`config.mk`:
```
export PLATFORM = sky130hd
export DESIGN_NAME = sequence_deque_with_value_delete
export DESIGN_NICKNAME = d
export VERILOG_FILES = /design/src/rtl/core/sdq_pkg.sv /design/src/rtl/core/sdq_ram.sv /design/src/rtl/core/sequence_deque_with_value_delete.sv
export SDC_FILE = /design/constraint.sdc
export NUM_CORES = 2
export LEC_CHECK = 0
export BUFFER_PORTS_ARGS = -buffer_cell sky130_fd_sc_hd__buf_2
export CAP_MARGIN = 20
export CORE_UTILIZATION = 30
export DETAILED_ROUTE_END_ITERATION = 6
export PLACE_DENSITY = 0.53
export SLEW_MARGIN = 20
export SYNTH_ARGS = -nofsm -noshare
export SYNTH_HDL_FRONTEND = slang
export SYNTH_SLANG_ARGS = --single-unit
```
`constraint.sdc`:
```
create_clock -name aclk -period 12.35 [get_ports aclk]
set_input_delay 0.6175 -clock aclk [delete_from_list [all_inputs] [get_ports aclk]]
set_output_delay 0.6175 -clock aclk [all_outputs]
set_load 0.01 [all_outputs]
```
`src/rtl/core/sdq_pkg.sv`:
```
`default_nettype none

package sdq_pkg;

    // Command codes carried on the input channel.
    typedef enum logic [3:0] {
        CMD_ADD_FIRST  = 4'd0,
        CMD_ADD_LAST   = 4'd1,
        CMD_DEL_FIRST  = 4'd2,
        CMD_DEL_LAST   = 4'd3,
        CMD_CLEAR      = 4'd4,
        CMD_DEL_VALUE  = 4'd5,
        CMD_READ_ALL   = 4'd6,
        CMD_READ_FIRST = 4'd7,
        CMD_READ_LAST  = 4'd8
    } cmd_t;

    // Status codes carried on the result channel.
    typedef enum logic [1:0] {
        STAT_ELEMENT = 2'd0,
        STAT_EMPTY   = 2'd1,
        STAT_NOTHING = 2'd2,
        STAT_FULL    = 2'd3
    } status_t;

    typedef enum logic [1:0] {
        ST_IDLE,
        ST_MARK,
        ST_STREAM,
        ST_DEL
    } state_t;

    localparam int unsigned DATA_W = 32;

endpackage

`default_nettype wire

```
`src/rtl/core/sdq_ram.sv`:
```
`default_nettype none

module sdq_ram #(
    parameter int unsigned WIDTH = 32,
    parameter int unsigned DEPTH = 64
) (
    input  wire logic                     aclk,
    input  wire logic                     wr_en,
    input  wire logic [$clog2(DEPTH)-1:0] wr_addr,
    input  wire logic [WIDTH-1:0]         wr_data,
    input  wire logic                     rd_en,
    input  wire logic [$clog2(DEPTH)-1:0] rd_addr,
    output logic      [WIDTH-1:0]         rd_data
);

    logic [WIDTH-1:0] mem_reg [DEPTH];

    // Read data holds its value until the next read is issued.
    always_ff @(posedge aclk) begin
        if (wr_en) begin
            mem_reg[wr_addr] <= wr_data;
        end
        if (rd_en) begin
            rd_data <= mem_reg[rd_addr];
        end
    end

endmodule

`default_nettype wire

```
`src/rtl/core/sequence_deque_with_value_delete.sv`:
```
`default_nettype none

// Bounded double-ended queue of signed 32-bit values with delete-by-value.
// Input channel (s_valid/s_ready): one item is a command plus a value. Adds at
// either end, deletes at either end and clear finish in the accepting cycle and
// give no result, except an add to a full store, which gives one item with the
// full status. Delete-by-value walks the held entries through the entry memory,
// one per cycle, and the next command is taken once the walk has finished.
// Read commands stream the selected entries front to back on the result channel
// (m_valid/m_ready), m_last marking the final item; a read of an empty list or
// one that selects nothing gives a single marker item.
// Each streamed entry is read from the entry memory and then moved into the
// output register; items follow one per cycle while m_ready stays high, and the
// next command is taken in the cycle in which the last item shows up. A marker
// item is loaded into the output register from the mark state.
// Results sit in an output register, so the next command is accepted while the
// last result of the previous one still waits. When the receiver stalls, the
// stream pauses with one entry parked in the memory read register.
// Reset (aresetn low, synchronous) empties the list and drops any result in
// flight; the memory contents are not cleared.
module sequence_deque_with_value_delete #(
    parameter int unsigned CAPACITY = 64
) (
    input  wire logic               aclk,
    input  wire logic               aresetn,
    input  wire logic               s_valid,
    output logic                    s_ready,
    input  wire logic        [3:0]  s_command,
    input  wire logic signed [31:0] s_value,
    output logic                    m_valid,
    input  wire logic               m_ready,
    output logic signed [31:0]      m_element,
    output logic        [1:0]       m_status,
    output logic                    m_last
);

    import sdq_pkg::*;

    localparam int unsigned IDX_W = $clog2(CAPACITY);
    localparam int unsigned CNT_W = $clog2(CAPACITY + 1);
    localparam int unsigned SUM_W = CNT_W + 1;

    // Ring position of (idx + off) modulo CAPACITY; idx < CAPACITY, off <= CAPACITY.
    function automatic logic [IDX_W-1:0] ring_add(input logic [IDX_W-1:0] idx,
                                                  input logic [CNT_W-1:0] off);
        logic [SUM_W-1:0] sum;
        sum = SUM_W'(idx) + SUM_W'(off);
        if (sum >= SUM_W'(CAPACITY)) begin
            sum = sum - SUM_W'(CAPACITY);
        end
        return sum[IDX_W-1:0];
    endfunction

    function automatic logic [IDX_W-1:0] ring_inc(input logic [IDX_W-1:0] idx);
        return (idx == IDX_W'(CAPACITY - 1)) ? '0 : idx + IDX_W'(1);
    endfunction

    state_t             state_reg, state_next;
    logic [IDX_W-1:0]   front_reg, front_next;
    logic [CNT_W-1:0]   fill_reg, fill_next;
    logic [IDX_W-1:0]   rd_slot_reg, rd_slot_next;
    logic [IDX_W-1:0]   wr_slot_reg, wr_slot_next;
    logic [CNT_W-1:0]   issue_left_reg, issue_left_next;
    logic [CNT_W-1:0]   remain_reg, remain_next;
    logic [CNT_W-1:0]   kept_reg, kept_next;
    logic               pending_reg, pending_next;
    status_t            mark_reg, mark_next;
    logic [DATA_W-1:0]  val_reg, val_next;

    logic               m_valid_reg, m_valid_next;
    logic [DATA_W-1:0]  m_element_reg, m_element_next;
    status_t            m_status_reg, m_status_next;
    logic               m_last_reg, m_last_next;

    logic               ram_wr_en;
    logic [IDX_W-1:0]   ram_wr_addr;
    logic [DATA_W-1:0]  ram_wr_data;
    logic               ram_rd_en;
    logic [IDX_W-1:0]   ram_rd_addr;
    logic [DATA_W-1:0]  ram_rd_data;

    logic               accept;
    logic               out_free;
    logic               deliver;
    logic               issue;
    logic [DATA_W-1:0]  in_value;
    logic               val_below_fill;
    logic [CNT_W-1:0]   n_clip;

    sdq_ram #(
        .WIDTH(DATA_W),
        .DEPTH(CAPACITY)
    ) u_entry_ram (
        .aclk   (aclk),
        .wr_en  (ram_wr_en),
        .wr_addr(ram_wr_addr),
        .wr_data(ram_wr_data),
        .rd_en  (ram_rd_en),
        .rd_addr(ram_rd_addr),
        .rd_data(ram_rd_data)
    );

    assign s_ready   = (state_reg == ST_IDLE);
    assign accept    = s_valid && s_ready;
    assign out_free  = !m_valid_reg || m_ready;
    assign in_value  = s_value;

    // The requested count n, clipped to the number of held entries.
    assign val_below_fill = in_value < DATA_W'(fill_reg);
    assign n_clip         = val_below_fill ? in_value[CNT_W-1:0] : fill_reg;

    assign m_valid   = m_valid_reg;
    assign m_element = m_element_reg;
    assign m_status  = m_status_reg;
    assign m_last    = m_last_reg;

    always_ff @(posedge aclk) begin
        if (!aresetn) begin
            state_reg      <= ST_IDLE;
            front_reg      <= '0;
            fill_reg       <= '0;
            issue_left_reg <= '0;
            remain_reg     <= '0;
            kept_reg       <= '0;
            pending_reg    <= 1'b0;
            m_valid_reg    <= 1'b0;
        end else begin
            state_reg      <= state_next;
            front_reg      <= front_next;
            fill_reg       <= fill_next;
            issue_left_reg <= issue_left_next;
            remain_reg     <= remain_next;
            kept_reg       <= kept_next;
            pending_reg    <= pending_next;
            m_valid_reg    <= m_valid_next;
        end
    end

    always_ff @(posedge aclk) begin
        rd_slot_reg   <= rd_slot_next;
        wr_slot_reg   <= wr_slot_next;
        mark_reg      <= mark_next;
        val_reg       <= val_next;
        m_element_reg <= m_element_next;
        m_status_reg  <= m_status_next;
        m_last_reg    <= m_last_next;
    end

    always_comb begin
        state_next      = state_reg;
        front_next      = front_reg;
        fill_next       = fill_reg;
        rd_slot_next    = rd_slot_reg;
        wr_slot_next    = wr_slot_reg;
        issue_left_next = issue_left_reg;
        remain_next     = remain_reg;
        kept_next       = kept_reg;
        pending_next    = pending_reg;
        mark_next       = mark_reg;
        val_next        = val_reg;

        m_valid_next    = m_ready ? 1'b0 : m_valid_reg;
        m_element_next  = m_element_reg;
        m_status_next   = m_status_reg;
        m_last_next     = m_last_reg;

        ram_wr_en   = 1'b0;
        ram_wr_addr = '0;
        ram_wr_data = in_value;
        ram_rd_en   = 1'b0;
        ram_rd_addr = rd_slot_reg;

        deliver = 1'b0;
        issue   = 1'b0;

        case (state_reg)
            ST_IDLE: begin
                if (accept) begin
                    case (s_command)
                        CMD_ADD_FIRST, CMD_ADD_LAST: begin
                            if (fill_reg == CNT_W'(CAPACITY)) begin
                                mark_next  = STAT_FULL;
                                state_next = ST_MARK;
                            end else begin
                                ram_wr_en = 1'b1;
                                if (s_command == CMD_ADD_FIRST) begin
                                    front_next  = ring_add(front_reg, CNT_W'(CAPACITY - 1));
                                    ram_wr_addr = front_next;
                                end else begin
                                    ram_wr_addr = ring_add(front_reg, fill_reg);
                                end
                                fill_next = fill_reg + CNT_W'(1);
                            end
                        end
                        CMD_DEL_FIRST: begin
                            if (fill_reg != '0) begin
                                front_next = ring_inc(front_reg);
                                fill_next  = fill_reg - CNT_W'(1);
                            end
                        end
                        CMD_DEL_LAST: begin
                            if (fill_reg != '0) begin
                                fill_next = fill_reg - CNT_W'(1);
                            end
                        end
                        CMD_CLEAR: begin
                            fill_next  = '0;
                            front_next = '0;
                        end
                        CMD_DEL_VALUE: begin
                            if (fill_reg != '0) begin
                                val_next        = in_value;
                                rd_slot_next    = front_reg;
                                wr_slot_next    = front_reg;
                                issue_left_next = fill_reg;
                                kept_next       = '0;
                                pending_next    = 1'b0;
                                state_next      = ST_DEL;
                            end
                        end
                        CMD_READ_ALL, CMD_READ_FIRST, CMD_READ_LAST: begin
                            pending_next = 1'b0;
                            if (fill_reg == '0) begin
                                mark_next  = STAT_EMPTY;
                                state_next = ST_MARK;
                            end else if (s_command == CMD_READ_ALL ||
                                         (s_command == CMD_READ_FIRST && in_value[31])) begin
                                rd_slot_next    = front_reg;
                                issue_left_next = fill_reg;
                                remain_next     = fill_reg;
                                state_next      = ST_STREAM;
                            end else if (in_value[31] || in_value == '0) begin
                                // A zero count selects nothing, and so does a
                                // negative count for a read from the back.
                                mark_next  = STAT_NOTHING;
                                state_next = ST_MARK;
                            end else begin
                                if (s_command == CMD_READ_FIRST) begin
                                    rd_slot_next = front_reg;
                                end else begin
                                    rd_slot_next = ring_add(front_reg, fill_reg - n_clip);
                                end
                                issue_left_next = n_clip;
                                remain_next     = n_clip;
                                state_next      = ST_STREAM;
                            end
                        end
                        default: begin
                        end
                    endcase
                end
            end

            ST_MARK: begin
                if (out_free) begin
                    m_valid_next   = 1'b1;
                    m_element_next = '0;
                    m_status_next  = mark_reg;
                    m_last_next    = 1'b1;
                    state_next     = ST_IDLE;
                end
            end

            ST_STREAM: begin
                // The entry in the memory read register moves out when the
                // output register frees up; the next read is issued in the
                // same cycle so that one item leaves per cycle while the receiver keeps up.
                deliver = pending_reg && out_free;
                issue   = (issue_left_reg != '0) && (!pending_reg || deliver);
                if (deliver) begin
                    m_valid_next   = 1'b1;
                    m_element_next = ram_rd_data;
                    m_status_next  = STAT_ELEMENT;
                    m_last_next    = (remain_reg == CNT_W'(1));
                    remain_next    = remain_reg - CNT_W'(1);
                    if (remain_reg == CNT_W'(1)) begin
                        state_next = ST_IDLE;
                    end
                end
                if (issue) begin
                    ram_rd_en       = 1'b1;
                    rd_slot_next    = ring_inc(rd_slot_reg);
                    issue_left_next = issue_left_reg - CNT_W'(1);
                end
                pending_next = issue || (pending_reg && !deliver);
            end

            ST_DEL: begin
                // Compaction: entries that differ from the value are written
                // back at the kept position, which never runs ahead of the
                // read position, so no read sees an entry already moved.
                if (pending_reg && ram_rd_data != val_reg) begin
                    ram_wr_en    = 1'b1;
                    ram_wr_addr  = wr_slot_reg;
                    ram_wr_data  = ram_rd_data;
                    wr_slot_next = ring_inc(wr_slot_reg);
                    kept_next    = kept_reg + CNT_W'(1);
                end
                issue = (issue_left_reg != '0);
                if (issue) begin
                    ram_rd_en       = 1'b1;
                    rd_slot_next    = ring_inc(rd_slot_reg);
                    issue_left_next = issue_left_reg - CNT_W'(1);
                end
                pending_next = issue;
                if (!pending_reg && !issue) begin
                    fill_next  = kept_reg;
                    state_next = ST_IDLE;
                end
            end

            default: begin
                state_next = ST_IDLE;
            end
        endcase
    end

    // The count never exceeds the store size.
    a_fill_bound: assert property (@(posedge aclk) disable iff (!aresetn)
        fill_reg <= CNT_W'(CAPACITY))
        else $error("fill count above capacity");

    // While streaming, every result still owed is either parked or not issued.
    a_stream_balance: assert property (@(posedge aclk) disable iff (!aresetn)
        state_reg == ST_STREAM |->
            remain_reg == issue_left_reg + CNT_W'(pending_reg))
        else $error("stream bookkeeping out of step");

    // Compaction can never keep more entries than were held.
    a_kept_bound: assert property (@(posedge aclk) disable iff (!aresetn)
        state_reg == ST_DEL |-> kept_reg <= fill_reg)
        else $error("kept count above fill count");

    // Marker items carry a zero element.
    a_marker_zero: assert property (@(posedge aclk) disable iff (!aresetn)
        (m_valid && m_status != STAT_ELEMENT) |-> (m_element == '0 && m_last))
        else $error("marker item with element or without last");

    // A finished stream hands over its final item marked as last.
    a_stream_end: assert property (@(posedge aclk) disable iff (!aresetn)
        (state_reg == ST_STREAM && deliver && remain_reg == CNT_W'(1)) |=>
            (m_valid && m_last && state_reg == ST_IDLE))
        else $error("stream ended without a last item");

endmodule

`default_nettype wire
```
Yosys cells after proc, flatten, opt, wreduce, memory -nomap -nowiden
Memories as Yosys holds them, arrays and structs flattened. A register that Yosys moved wholly into a read port is not among the register bits.
Index checks and enable logic that the tools add are counted.
{"block": "word_totals", "mem_bits_rw": 2048, "output_inout_bits": 37, "reg_bits": 119, "in_bits": 40, "mem_count": 1}
{"name": "u_entry_ram.mem_reg", "words": 64, "word_bits": 32, "read_ports": 1, "rd_ports_with_merged_regs": 1, "write_ports": 1, "line_no": "sdq_ram.sv:16", "source": "logic [WIDTH-1:0] mem_reg [DEPTH];"}
{"block": "op_classes", "reduce_logical": 41, "mux": 101, "eq_ne": 45, "add_sub_neg": 15, "magnitude_cmp": 4}
{"op": "$mux W6", "count": 25}
{"op": "$mux W7", "count": 19}
{"op": "$mux W32", "count": 4}
{"op": "$pmux W32 S2", "count": 1}
{"op": "$pmux W7 S2", "count": 4}
{"op": "$pmux W7 S3", "count": 2}
{"op": "$pmux W6 S2", "count": 3}
{"op": "$pmux W6 S3", "count": 2}
{"op": "$logic_not A32 Y1", "count": 1}
{"op": "$lt A32 B7 Y1", "count": 1}
{"op": "$mux W2", "count": 16}
{"op": "$ne A32 B32 Y1", "count": 1}
{"op": "$ne A2 B2 Y1 const B", "count": 12}
{"op": "$reduce_and A6 Y1", "count": 4}
{"op": "$ne A3 B3 Y1 const B", "count": 7}
{"op": "$sub A7 B1 Y7 const B", "count": 3}
{"op": "$add A6 B1 Y6 const B", "count": 3}
{"op": "$eq A6 B6 Y1 const B", "count": 3}
{"op": "$sub A6 B1 Y6 const B", "count": 3}
{"op": "$add A6 B7 Y8", "count": 2}
{"op": "$eq A4 B3 Y1 const B", "count": 4}
{"op": "$ge A8 B7 Y1 const B", "count": 2}
{"op": "$reduce_and A8 Y1", "count": 2}
{"op": "$mux W1", "count": 15}
{"op": "36 further kinds", "count": 67}

Longest topological paths before layout
{"block": "logic_depth", "depth_word": 13, "mapped_depth": 20}

Modules after synthesis
From an unflattened synthesis, not the netlist that was laid out.
{"block": "unflattened", "hier_cells": 4356, "area_unflattened_um2": 87122.3}
{"mod": "sdq_ram", "cells_each": 3511, "area_each_um2": 79359.9, "n_inst": 1}
{"mod": "sequence_deque_with_value_delete", "cells_each": 845, "area_each_um2": 7762.4, "n_inst": 1}

Worst setup path after synthesis
Ideal clock, no wire load.
{"block": "synth_timing", "kind": "flip-flop to flip-flop", "startpoint": "reg u_entry_ram.rd_data[25] (read register of u_entry_ram.mem_reg)", "endpoint": "mem u_entry_ram.mem_reg[0][31] (data pin)", "required_time_ps": 11648, "path_stages_with_launch": 9, "arrival_time_ps": 4232, "setup_slack_ps": 7416, "synth_period_minus_slack_ps": 4934, "cell_sequence": "edfxtp_1 -> xor2_1 -> nor4_1 -> nand4_1 -> o211a_1 -> buf_2 -> buf_6 -> clkbuf_1 -> o21ai_0"}
{"block": "synth_between", "elab_chain_len": 4}
{"item": "start: declaration", "line_no": "sdq_ram.sv:13", "source": "output logic [WIDTH-1:0] rd_data"}
{"item": "$ne A32 B32 Y1", "line_no": "sequence_deque_with_value_delete.sv:292", "source": "if (pending_reg && ram_rd_data != val_reg) begin"}
{"item": "$logic_and A1 B1 Y1", "line_no": "sequence_deque_with_value_delete.sv:292"}
{"item": "$mux W32", "line_no": "sequence_deque_with_value_delete.sv:292"}
{"item": "$mux W32", "line_no": "sequence_deque_with_value_delete.sv:176", "source": "case (state_reg)"}
{"item": "named net ram_wr_data[31]", "line_no": "sequence_deque_with_value_delete.sv:77", "source": "logic [DATA_W-1:0] ram_wr_data;"}
{"item": "end: declaration", "line_no": "sdq_ram.sv:16"}
The timed path passes the listed nets, and every way through them passes these cells.

Worst setup path in the final report
{"block": "layout_timing", "startpoint": "reg u_entry_ram.rd_data[9] (read register of u_entry_ram.mem_reg)", "endpoint": "mem u_entry_ram.mem_reg[19][14] (enable)"}
{"block": "layout_between", "elab_chain_len": 6}
{"item": "$ne A32 B32 Y1 *", "line_no": "sequence_deque_with_value_delete.sv:292"}
{"item": "$logic_and A1 B1 Y1 *", "line_no": "sequence_deque_with_value_delete.sv:292"}
{"item": "$mux W1", "line_no": "sequence_deque_with_value_delete.sv:292"}
{"item": "$pmux W1 S2", "line_no": "sequence_deque_with_value_delete.sv:176"}
{"item": "$mux W1", "line_no": "sdq_ram.sv:20", "source": "if (wr_en) begin"}
{"item": "$mux W1 (not written as such)", "line_no": "sdq_ram.sv:21", "source": "mem_reg[wr_addr] <= wr_data;"}
Every way passes the cells marked *; elsewhere a longest branch is shown, timed or not.

==> qor.yml <==
pwr:
  switching_power_share_of_the_total_pct: 27.3
  leak_pwr_nw: 32.0
  post-layout-total-power_mw: 17.9
  p_per_area_nw_per_um2: 177
  power_switching_mw: 4.89
  vdd_drop_max_v: 0.000142
  reg_power_share_pct: 46.5
  internal_portion_of_total_power_mw: 13.0
  power.clock.fraction_pct: 36.8
  combinationalPowerShare_pct: 16.6
synth:
  post_synth_instance_area_um2: 87600
  postSynthAreaPerCell_um2: 18.7
  yosys_warnings: 0
  ys_seq_area_share_pct: 74.9
  postSynthRegisterBits: 2199
  synth_nets: 4779
  synth-edff-count: 2161
  async_reset_ff_share_pct: 0
  dominantRegCellSynth: "sky130_fd_sc_hd__edfxtp_1"
  syn-instance-count: 4695
  synth.distinct_cells: 77
drt:
  drc: 0
  dr.pass1.iters: 5
  viasPerCell: 5.22
  wire_per_inst_um: 29.1
  antenna_violating_nets_post_route: 0
  routed_wl_um: 262000
  total_vias_in_the_final_route: 47000
  dr.first_iter.drc_count: 6058
timing:
  period_minus_slack_ps: 5040
  drv_slew: 0
  grt_setup_unrepaired: "false"
  timing.hold.ws_ps: 140
  final-hold-violation-count: 0
  fin_clk_skew_ps: 52.9
  setup_tns_ps: 0
  min_period_over_period_pct: 40.8
  worst_slew_margin_relative_to_its_limit_pct: 22.1
  post-route-worst-setup-slack_ps: 7310
  max_freq_mhz: 198
  timing.final.setup_violations: 0
  slew_at_the_pin_with_the_worst_max_slew_slack_ps: 1170
cells_and_area:
  drive_gt1_share_pct: 21.5
  area_delta_synth_final_pct: 15.4
  layoutNonFillerInstCount: 9003
  finalNetCount: 4986
  mostFrequentLayoutCells: "sky130_fd_sc_hd__edfxtp_1, sky130_fd_sc_hd__mux2i_1, sky130_fd_sc_hd__mux4_2"
  multiInputGateArea_um2: 21400
  final_cell_area_um2: 101000
  number_of_flip_flops_in_the_largest_register: 2048
  final.fill_count: 27200
  layout_commonest_cell: "sky130_fd_sc_hd__edfxtp_1"
  regArea_um2: 65700
  utilization_pct: 34.8
die:
  core-area_um2: 291000
  floorplan.io_pins: 77
  die_area_um2: 294000
  initial_utilization_pct: 30.1
  die_width_um: 542
  die_height_um: 542
  rows: 198
critical_path:
  worst_ep_arrival_time_ps: 5530
  timing.setup.critical_path_class: "reg2reg"
  worst_setup_path_end_kind: "register"
  crit_path_start_kind: "register"
  critical_path.max_fanout: 21
  setup.reg_to_reg.worst_slack_ps: 7310
  cp.required_ps: 12840
place:
  post-place-cells: 8545
  io_buffers: 76
  pre_cts_slack_ps: 7370
  final_weighted_congestion_in_routability_driven_placement: 0.837
  dp_hpwl_um: 151000
  placed_cell_area_um2: 93700
clock_network:
  path_clk_slew_ps: 60
  htree_num_levels: 4
  cts.sinks: 2199
  cts.repair.resized: 0
  clock_path_buffers: 3
  cts_made_buffers: 225
  clk_latency_ps: 860
  cts-root-buf: "sky130_fd_sc_hd__clkbuf_16"
  cts_tree: "built"
global_routing:
  via_count_of_the_first_global_routing_pass: 45300
  grt_antenna_before_repair: 26
  grt_use_total_pct: 17.4
  global_route_wire_length_before_repair_um: 361000
  grt-ovfl-total: 0
  grt_max_degree: 126
job:
  maxCapViolations: 0
status:
  run_status: "complete, no violations"
min_path:
  type_of_the_worst_min_delay_path: "in2reg"
-- cell usage after synthesis, types with 4 or more instances --
| cell type | instances | area share, % |
|---|---|---|
| sky130_fd_sc_hd__a211oi_1 | 20 | 0.17 |
| sky130_fd_sc_hd__a21o_1 | 11 | 0.094 |
| sky130_fd_sc_hd__a21oi_1 | 286 | 1.6 |
| sky130_fd_sc_hd__a22oi_1 | 6 | 0.051 |
| sky130_fd_sc_hd__a31o_2 | 5 | 0.050 |
| sky130_fd_sc_hd__a31oi_1 | 5 | 0.036 |
| sky130_fd_sc_hd__and2_1 | 36 | 0.26 |
| sky130_fd_sc_hd__and3_1 | 5 | 0.036 |
| sky130_fd_sc_hd__buf_1 | 39 | 0.17 |
| sky130_fd_sc_hd__buf_2 | 80 | 0.46 |
| sky130_fd_sc_hd__clkbuf_1 | 139 | 0.60 |
| sky130_fd_sc_hd__dfxtp_1 | 38 | 0.87 |
| sky130_fd_sc_hd__edfxtp_1 | 2161 | 74 |
| sky130_fd_sc_hd__fa_1 | 4 | 0.091 |
| sky130_fd_sc_hd__ha_1 | 40 | 0.57 |
| sky130_fd_sc_hd__inv_1 | 36 | 0.15 |
| sky130_fd_sc_hd__mux2_2 | 159 | 2.0 |
| sky130_fd_sc_hd__mux2i_1 | 383 | 4.4 |
| sky130_fd_sc_hd__mux4_2 | 308 | 7.9 |
| sky130_fd_sc_hd__nand2_1 | 173 | 0.74 |
| sky130_fd_sc_hd__nand2b_1 | 10 | 0.071 |
| sky130_fd_sc_hd__nand3_1 | 19 | 0.11 |
| sky130_fd_sc_hd__nand3b_1 | 6 | 0.051 |
| sky130_fd_sc_hd__nand4_1 | 9 | 0.064 |
| sky130_fd_sc_hd__nor2_1 | 107 | 0.46 |
| sky130_fd_sc_hd__nor2b_1 | 10 | 0.071 |
| sky130_fd_sc_hd__nor3_1 | 11 | 0.063 |
| sky130_fd_sc_hd__nor4_1 | 15 | 0.11 |
| sky130_fd_sc_hd__o211ai_1 | 7 | 0.060 |
| sky130_fd_sc_hd__o21ai_0 | 165 | 0.94 |
| sky130_fd_sc_hd__o221ai_1 | 121 | 1.2 |
| sky130_fd_sc_hd__o22ai_1 | 134 | 0.96 |
| sky130_fd_sc_hd__or3_1 | 12 | 0.086 |
| sky130_fd_sc_hd__or4_1 | 6 | 0.051 |
| sky130_fd_sc_hd__xnor2_1 | 20 | 0.20 |
| sky130_fd_sc_hd__xor2_1 | 42 | 0.42 |
-- worst max-delay path, stage by stage (launching register included) --
cell                       delay [ps]
sky130_fd_sc_hd__edfxtp_1         690
sky130_fd_sc_hd__xor2_1           260
sky130_fd_sc_hd__nor4_1           450
sky130_fd_sc_hd__nand4_1          260
sky130_fd_sc_hd__o211a_2          410
sky130_fd_sc_hd__a22o_1           350
sky130_fd_sc_hd__nand3b_1         840
sky130_fd_sc_hd__nor2_4           860
sky130_fd_sc_hd__buf_4            490
-- final timing paths --
check,start,to,cells after the start
min,m_ready,m_valid,3
max reg2reg,u_entry_ram.rd_data[9],u_entry_ram.mem_reg[19][14],8
max,u_entry_ram.rd_data[9],u_entry_ram.mem_reg[19][14],8
min reg2reg,remain_reg[6],remain_reg[6],2
-- logic make-up after synthesis --
family                     Yosys count  share of synthesized area (%)
AOI/OAI and AO/OA                  797                           5.60
xor gates and xnor gates            62                          0.620
adders and majority gates           44                          0.662
buffers and inverters              302                           1.45
DFF                               2199                           74.9
muxes                              850                           14.3
and+or+nand+nor                    441                           2.42
-- routing by layer --
layer / GRT usage (%) / vias up / part of all wire [%]
met5: 0 / - / 0.022
met4: 4.26 / 8 / 2.2
met3: 3.77 / 316 / 8.9
met2: 27.5 / 2043 / 46
met1: 24.4 / 24900 / 43
li1: - / 19600 / -
-- cell type report --
cell class | instances | share of cell area [%]
inverters | 37 | 0.137
diodes | 12 | 0.0297
multi-input cells | 2194 | 21.1
clock inverters | 140 | 1.20
well taps | 3900 | 4.82
clock buffers | 276 | 5.80
flip-flops and latches | 2199 | 64.9
repair buffers | 245 | 2.01
-- repair_timing --
item	CTS	global route
setup buffers	0	0
hold buffers	24	0
setup endpoints to repair	0	0
endpoints found under the hold margin	24	0
-- power groups by stage --
stage,Sequential [mW],Combinational (mW),Clock [mW]
after global placement,8.48,2.95,0
after global routing,8.33,3.14,6.98
final,8.33,2.98,6.59
after detailed placement,8.48,2.99,0
after CTS,8.33,3.01,6.71
after floorplan,8.47,1.76,0
(Power assumes the default switching activity.)
